File: src/hw/rtl/spq_pkg.sv
// shared types and codes for the sorted min priority queue
package spq_pkg;

    localparam int DataW   = 32;
    localparam int ModeW   = 2;
    localparam int StatusW = 2;
    localparam int CountW  = 5;

    typedef enum logic [ModeW-1:0] {
        MODE_ADD  = 2'd0,
        MODE_POP  = 2'd1,
        MODE_PEEK = 2'd2
    } mode_t;

    typedef enum logic [StatusW-1:0] {
        ST_OK        = 2'd0,
        ST_EMPTY_POP = 2'd1,
        ST_FULL_DROP = 2'd2
    } status_t;

    // one stored slot as seen by a neighbor
    typedef struct packed {
        logic                    full;
        logic signed [DataW-1:0] value;
    } entry_t;

    // operation broadcast to every cell
    typedef struct packed {
        logic                    fire;
        logic                    add;
        logic                    pop;
        logic signed [DataW-1:0] value;
    } cmd_t;

endpackage

File: src/hw/rtl/spq_if.sv
// valid/ready channel interfaces for request and response transactions
interface spq_req_if;
    logic                                valid;
    logic                                ready;
    logic [spq_pkg::ModeW-1:0]           mode;
    logic signed [spq_pkg::DataW-1:0]    value;

    modport source (output valid, output mode, output value, input ready);
    modport sink (input valid, input mode, input value, output ready);
endinterface

interface spq_rsp_if;
    logic                                valid;
    logic                                ready;
    logic signed [spq_pkg::DataW-1:0]    head_value;
    logic                                is_empty;
    logic [spq_pkg::CountW-1:0]          entry_count;
    logic [spq_pkg::StatusW-1:0]         status;

    modport source (output valid, output head_value, output is_empty,
                    output entry_count, output status, input ready);
    modport sink (input valid, input head_value, input is_empty,
                  input entry_count, input status, output ready);
endinterface

File: src/hw/rtl/spq_cell.sv
// one slot of the sorted queue: compares with the broadcast value and shifts
module spq_cell (
    input  logic            clk,
    input  logic            rst_n,
    input  spq_pkg::cmd_t   cmd,
    input  spq_pkg::entry_t left,
    input  logic            left_gt,
    input  spq_pkg::entry_t right,
    output spq_pkg::entry_t cur,
    output logic            gt,
    output spq_pkg::entry_t nxt
);

    logic                             full_reg;
    logic signed [spq_pkg::DataW-1:0] value_reg;

    assign cur.full  = full_reg;
    assign cur.value = value_reg;

    // stored value is strictly larger than the incoming one
    assign gt = full_reg && ($signed(value_reg) > $signed(cmd.value));

    // next slot contents
    always_comb
    begin
        nxt = cur;
        if (cmd.fire && cmd.add)
        begin
            nxt.full = full_reg | left.full;
            if (left_gt)
            begin
                nxt.value = left.value;
            end
            else if (gt || !full_reg)
            begin
                nxt.value = cmd.value;
            end
        end
        else if (cmd.fire && cmd.pop)
        begin
            nxt = right;
        end
    end

    // occupancy flag
    always_ff @(posedge clk or negedge rst_n)
    begin
        if (!rst_n)
        begin
            full_reg <= 1'b0;
        end
        else
        begin
            full_reg <= nxt.full;
        end
    end

    // stored value, no reset
    always_ff @(posedge clk)
    begin
        value_reg <= nxt.value;
    end

endmodule

File: src/hw/rtl/sorted_min_priority_queue.sv
// a response is registered and appears in the cycle after its request transaction is accepted
// throughput: one transaction per cycle while no response is held back; all cells compare and shift together
// a new request is taken while the previous response is taken or the output is empty
// reset clears the entry count, the cell occupancy flags and the response valid
// stored values are left uninitialized and are never read before being written
module sorted_min_priority_queue #(
    parameter int CAPACITY = 16
) (
    input  logic      clk,
    input  logic      rst_n,
    spq_req_if.sink   req,
    spq_rsp_if.source rsp
);

    localparam int CntW = $clog2(CAPACITY + 1);

    spq_pkg::cmd_t    cmd;
    spq_pkg::entry_t  cur [CAPACITY];
    spq_pkg::entry_t  nxt [CAPACITY];
    logic             gt [CAPACITY];
    logic [CAPACITY-1:0] full_vec;

    logic [CntW-1:0]  count_reg;
    logic [CntW-1:0]  count_next;
    spq_pkg::status_t status_next;
    logic             fire;

    logic                             rsp_valid_reg;
    logic signed [spq_pkg::DataW-1:0] head_reg;
    logic                             empty_reg;
    logic [spq_pkg::CountW-1:0]       count_out_reg;
    spq_pkg::status_t                 status_reg;

    // request handshake with output register
    assign req.ready = !rsp_valid_reg || rsp.ready;
    assign fire      = req.valid && req.ready;

    // decode operation
    always_comb
    begin
        cmd.fire  = fire;
        cmd.add   = 1'b0;
        cmd.pop   = 1'b0;
        cmd.value = req.value;
        case (spq_pkg::mode_t'(req.mode))
            spq_pkg::MODE_ADD: cmd.add = 1'b1;
            spq_pkg::MODE_POP: cmd.pop = 1'b1;
            default:           ;
        endcase
    end

    // row of cells, head at index zero
    genvar i;
    generate
        for (i = 0; i < CAPACITY; i++)
        begin : g_cell
            spq_pkg::entry_t left_e;
            spq_pkg::entry_t right_e;
            logic            left_gt;

            if (i == 0)
            begin : g_first
                assign left_e.full  = 1'b1;
                assign left_e.value = '0;
                assign left_gt      = 1'b0;
            end
            else
            begin : g_mid
                assign left_e  = cur[i-1];
                assign left_gt = gt[i-1];
            end

            if (i == CAPACITY - 1)
            begin : g_last
                assign right_e.full  = 1'b0;
                assign right_e.value = '0;
            end
            else
            begin : g_inner
                assign right_e = cur[i+1];
            end

            spq_cell u_cell (
                .clk     (clk),
                .rst_n   (rst_n),
                .cmd     (cmd),
                .left    (left_e),
                .left_gt (left_gt),
                .right   (right_e),
                .cur     (cur[i]),
                .gt      (gt[i]),
                .nxt     (nxt[i])
            );

            assign full_vec[i] = cur[i].full;
        end
    endgenerate

    // entry count and status
    always_comb
    begin
        count_next  = count_reg;
        status_next = spq_pkg::ST_OK;
        if (cmd.add)
        begin
            if (count_reg == CntW'(CAPACITY))
            begin
                status_next = spq_pkg::ST_FULL_DROP;
            end
            else
            begin
                count_next = count_reg + CntW'(1);
            end
        end
        else if (cmd.pop)
        begin
            if (count_reg == '0)
            begin
                status_next = spq_pkg::ST_EMPTY_POP;
            end
            else
            begin
                count_next = count_reg - CntW'(1);
            end
        end
    end

    // control registers
    always_ff @(posedge clk or negedge rst_n)
    begin
        if (!rst_n)
        begin
            count_reg     <= '0;
            rsp_valid_reg <= 1'b0;
        end
        else
        begin
            if (fire)
            begin
                count_reg <= count_next;
            end
            if (fire)
            begin
                rsp_valid_reg <= 1'b1;
            end
            else if (rsp.ready)
            begin
                rsp_valid_reg <= 1'b0;
            end
        end
    end

    // response payload
    always_ff @(posedge clk)
    begin
        if (fire)
        begin
            head_reg      <= nxt[0].full ? nxt[0].value : '0;
            empty_reg     <= (count_next == '0);
            count_out_reg <= spq_pkg::CountW'(count_next);
            status_reg    <= status_next;
        end
    end

    assign rsp.valid       = rsp_valid_reg;
    assign rsp.head_value  = head_reg;
    assign rsp.is_empty    = empty_reg;
    assign rsp.entry_count = count_out_reg;
    assign rsp.status      = status_reg;

`ifndef NO_ASSERTIONS
    a_count_bound: assert property (@(posedge clk) disable iff (!rst_n)
        count_reg <= CntW'(CAPACITY))
        else $error("entry count above capacity");

    a_count_matches_cells: assert property (@(posedge clk) disable iff (!rst_n)
        $countones(full_vec) == int'(count_reg))
        else $error("entry count disagrees with occupied cells");

    a_cells_packed: assert property (@(posedge clk) disable iff (!rst_n)
        ((full_vec + CAPACITY'(1)) & full_vec) == '0)
        else $error("occupied cells not packed toward the head");

    a_empty_pop_flag: assert property (@(posedge clk) disable iff (!rst_n)
        rsp_valid_reg && (status_reg == spq_pkg::ST_EMPTY_POP) |-> empty_reg)
        else $error("empty pop reported on a non-empty queue");
`endif

endmodule
File: src/flat_wrapper.sv
// flat-port wrapper written by rule: the top's interface ports become plain ports
module sorted_min_priority_queue_flat 
#(
    parameter int CAPACITY = 16
)
  (clk, rst_n, req_valid, req_mode, req_value, req_ready, rsp_valid, rsp_head_value, rsp_is_empty, rsp_entry_count, rsp_status, rsp_ready);
  spq_req_if req_i ();
  spq_rsp_if rsp_i ();
  input  logic clk;
  input  logic rst_n;
  input wire logic [$bits(req_i.valid)-1:0] req_valid;
  input wire logic [$bits(req_i.mode)-1:0] req_mode;
  input wire logic [$bits(req_i.value)-1:0] req_value;
  output wire logic [$bits(req_i.ready)-1:0] req_ready;
  output wire logic [$bits(rsp_i.valid)-1:0] rsp_valid;
  output wire logic [$bits(rsp_i.head_value)-1:0] rsp_head_value;
  output wire logic [$bits(rsp_i.is_empty)-1:0] rsp_is_empty;
  output wire logic [$bits(rsp_i.entry_count)-1:0] rsp_entry_count;
  output wire logic [$bits(rsp_i.status)-1:0] rsp_status;
  input wire logic [$bits(rsp_i.ready)-1:0] rsp_ready;
  assign req_i.valid = req_valid;
  assign req_i.mode = req_mode;
  assign req_i.value = req_value;
  assign req_ready = req_i.ready;
  assign rsp_valid = rsp_i.valid;
  assign rsp_head_value = rsp_i.head_value;
  assign rsp_is_empty = rsp_i.is_empty;
  assign rsp_entry_count = rsp_i.entry_count;
  assign rsp_status = rsp_i.status;
  assign rsp_i.ready = rsp_ready;
  sorted_min_priority_queue #(.CAPACITY(CAPACITY)) u_core (.clk(clk), .rst_n(rst_n), .req(req_i), .rsp(rsp_i));
endmodule
File: config.mk
export PLATFORM = sky130hd
export DESIGN_NAME = sorted_min_priority_queue_flat
export DESIGN_NICKNAME = d
export VERILOG_FILES = /design/src/hw/rtl/spq_pkg.sv /design/src/hw/rtl/spq_if.sv /design/src/hw/rtl/spq_cell.sv /design/src/hw/rtl/sorted_min_priority_queue.sv /design/src/flat_wrapper.sv
export SDC_FILE = /design/constraint.sdc
export NUM_CORES = 2
export LEC_CHECK = 0
export BUFFER_PORTS_ARGS = -buffer_cell sky130_fd_sc_hd__buf_2
export CAP_MARGIN = 10
export CORE_ASPECT_RATIO = 0.7
export CORE_MARGIN = 4
export CORE_UTILIZATION = 42
export CTS_BUF_LIST = sky130_fd_sc_hd__clkbuf_8
export CTS_CLUSTER_SIZE = 24
export DETAILED_ROUTE_END_ITERATION = 6
export SYNTH_ARGS = -nofsm -noshare
export SYNTH_HDL_FRONTEND = slang
export SYNTH_SLANG_ARGS = --single-unit
export TNS_END_PERCENT = 50
File: constraint.sdc
create_clock -name clk -period 12.3 [get_ports clk]
set_clock_uncertainty 0.05 [all_clocks]
set_input_delay 0.615 -clock clk [delete_from_list [all_inputs] [get_ports clk]]
set_output_delay 0.615 -clock clk [all_outputs]
set_load 0.01 [all_outputs]
==> summary.md <==
| Metric | Value |
|---|---|
| Run status | finished, final reports clean |
| Total CTS buffers | approximately 90 |
| Post CTS Setup Buffer Count | 0 |
| Tot GR Track Use | 0.264 |
| Reg-to-reg setup timing slack | about 6.9 ns |
| Unrepaired setup endpoints after global routing | false |
| Vias | approximately 33000 |
| Post-CTS sizing | 0 |
| Clock buffer depth | 3 |
| Area leader, netlist | edfxtp_1 |
| Synth unique cells | 75 |
| Worst Path Class, Setup | input pin to flop |
| Synth top area cells | edfxtp_1 (39%), ha_1 (16%), mux2i_1 (8.0%) |
| Row cnt | 94 |
| Max FFs per register | 512 |
| Clk sinks | approximately 570 |
| Min cycle time layout | about 5.6 ns |
| Syn-to-layout area delta | 8.06% |
| Slew headroom | 0.175 |
| Highest clock rate | about 180 MHz |
| Die Wd | roughly 380 µm |
| Largest net degree at the start of global routing | ~170 |
| Die area | slightly above 100000 µm² |
| Htree depth | 3 |
| DRC | 0 |
| Register Area | 16800 µm² |
| Syn Area/Cell | 10.3 µm² |
| LEAKAGE | between 0.015 and 0.02 µW |
| Fin util | 0.461 |
| Gate Count Post-Synth | 3926 |
| Commonest cells in the netlist | edfxtp_1 (520), ha_1 (514), a21oi_1 (481), nor2_1 (371), mux2i_1 (325) |
| Power Total | between 5000 and 6000 µW |
| Final non-filler cell area | between 40000 and 50000 µm² |
| Share of cells above drive strength 1 | 0.0872 |
| Synth warn | 0 |
| Latest clock arrival within the worst-skew pair | 0.78 ns |
| Worst EP arrival | ~6 ns |
| Gr ovfl total | 0 |
| MaxCap Viol Count | 0 |
| Overall die height | 268 µm |
| Worst setup EP type | flop |
| Worst Path Required | between 10 and 15 ns |
| Final Cycle Share | 0.451 |
| Routed Antenna Nets | 0 |
| Placed cell count | about 5000 |
| Top-count cell post-synth | edfxtp_1 |
| Drt total wl | about 140 mm |
| Number of flops mapped to enable cells by yosys | between 500 and 600 |
| CTS clk-pin slew, worst paths | 0.07 ns |
| DP Area | 41800 µm² |
| Starting Density | 0.427 |
| Setup TNS | 0 ns |
| Initial antenna violation count | 6 |
| Register bit total from synthesis | 574 |
| FFs w/ async S/R, synth | 0.0383 |
| Max-slew violations | 0 |
| Slew @ Worst Pin | roughly 1.2 ns |
| Ys flop type | edfxtp_1 |
| Root buf cell | clkbuf_8 |
| Ports | 80 |
| Max VDD drop | approximately 0.00013 V |
| PortBufs | 79 |
| Starting DRT DRC Count | ~4500 |
| Final hold violation count | 0 |
| Multi-input logic area | 21700 µm² |
| Hold Path Class | input pin to flop |
| Vias in the first global route | 29900 |
| CP Launch Type | input pin |
| Synth Cell Area | between 40000 and 50000 µm² |
| Crit-path max FO | 33 |
| Drt wl/cell | 26.1 µm |
| Setup-failing EPs final | 0 |
| First drt pass iteration count | 6 |
| Final nets | 4474 |
| Core box area | roughly 95000 µm² |
| Drt via density | ~6.2 |
| GP Congestion | between 0.9 and 1 |
| First-pass GRT wire length | roughly 200 mm |
| PwrDens | roughly 140 nW/µm² |
| TritonCTS clock tree | built |
| Yosys top cell area share | 0.386 |
| Synthesized Nets | 4478 |
| Finished Layout Cells | between 5000 and 6000 |
| # fillers | 8941 |
| Detailed Place HPWL | between 100 and 150 mm |
| Sequential share of the synthesized area | 0.416 |
-- metrics by stage --
| stage | hold WS [ns] | worst slack, ns |
|---|---|---|
| after floorplan | 0.269 | 6.88 |
| after global placement | 0.468 | 6.00 |
| after detailed placement | 0.485 | 5.81 |
| after CTS | 0.0418 | 6.61 |
| after global routing | 0.110 | 6.62 |
| final | 0.107 | 6.75 |
-- final timing paths --
path | from | endpoint | cells past startpoint
max | req_value[31] | u_core.g_cell[2].u_cell.value_reg[24]$_DFFE_PP_ | 10
min | rsp_ready | u_core.rsp.valid$_DFFE_PN0P_ | 3
max reg2reg | u_core.g_cell[1].u_cell.value_reg[31]$_DFFE_PP_ | u_core.g_cell[2].u_cell.value_reg[24]$_DFFE_PP_ | 8
min reg2reg | u_core.g_cell[15].u_cell.full_reg$_DFFE_PN0P_ | u_core.g_cell[14].u_cell.full_reg$_DFFE_PN0P_ | 1
max in group asynchronous | rst_n | u_core.g_cell[9].u_cell.full_reg$_DFFE_PN0P_ | 2
min in group asynchronous | rst_n | u_core.count_reg[2]$_DFFE_PN0P_ | 2
-- critical path, cell delays in order --
cell and delay [ns]:
buf_2 0.24, inv_1 0.38, ha_1 0.69, nand4_1 0.29, nor4_2 0.88, o311ai_0 0.41, nand4_1 0.27, nand4bb_4 0.93
a41oi_4 0.54, buf_4 0.59
-- final cells by class --
class / instances / area share
multi-input cells: 2881 / 0.496
flip-flops and latches: 574 / 0.385
clock buffers: 115 / 0.0362
well taps: 1248 / 0.0358
inverters: 236 / 0.0203
repair buffers: 137 / 0.0197
clock inverters: 58 / 0.00679
diodes: 4 / 0.000229
-- logic make-up after synthesis --
family | count (synthesis) | synth area share
AOI/OAI and AO/OA | 979 | 0.161
xor gates and xnor gates | 10 | 0.00217
adders and majority gates | 514 | 0.159
buffers and inverters | 471 | 0.0569
DFF | 574 | 0.416
muxes | 333 | 0.0838
and+or+nand+nor | 1045 | 0.121
-- metal layers --
layer | global-route usage | up-vias | share of wire
li1 | - | 15000 | -
met1 | 0.423 | 15900 | 0.48
met2 | 0.350 | 1611 | 0.38
met3 | 0.0676 | 174 | 0.11
met4 | 0.0578 | 4 | 0.020
met5 | 0 | - | 0.00025
-- where the power goes --
part	leakage (µW)	internal [µW]	switching (µW)	total [µW]
Combinational	0.0114	565	1090	1660
Clock	0.00108	884	874	1760
Sequential	0.00532	2340	173	2520
-- cell usage in the layout, fill, tap and decap left out, types with 15 or more instances in the layout --
cell        n
a211oi_1   18
a21o_1     55
a21oi_1   481
a22oi_1    32
and2_1     33
buf_2      80
buf_4      53
clkbuf_8  115
dfrtp_1    22
dfxtp_1    32
edfxtp_1  520
ha_1      514
inv_1     266
mux2i_1   320
nand2_1   179
nand2b_1   16
nand3_1   244
nand4_1   116
nor2_1    367
nor2b_1    25
nor3_1     17
nor4_1     15
o211ai_1   22
o211ai_2   32
o21ai_0    57
o221ai_1  165
-- what timing repair did --
action                                  CTS  global route
hold buffers                              2             0
endpoints found under the hold margin    23             0
endpoints found under the setup margin    0             0
No activity file was read; power rests on OpenSTA's default activity.
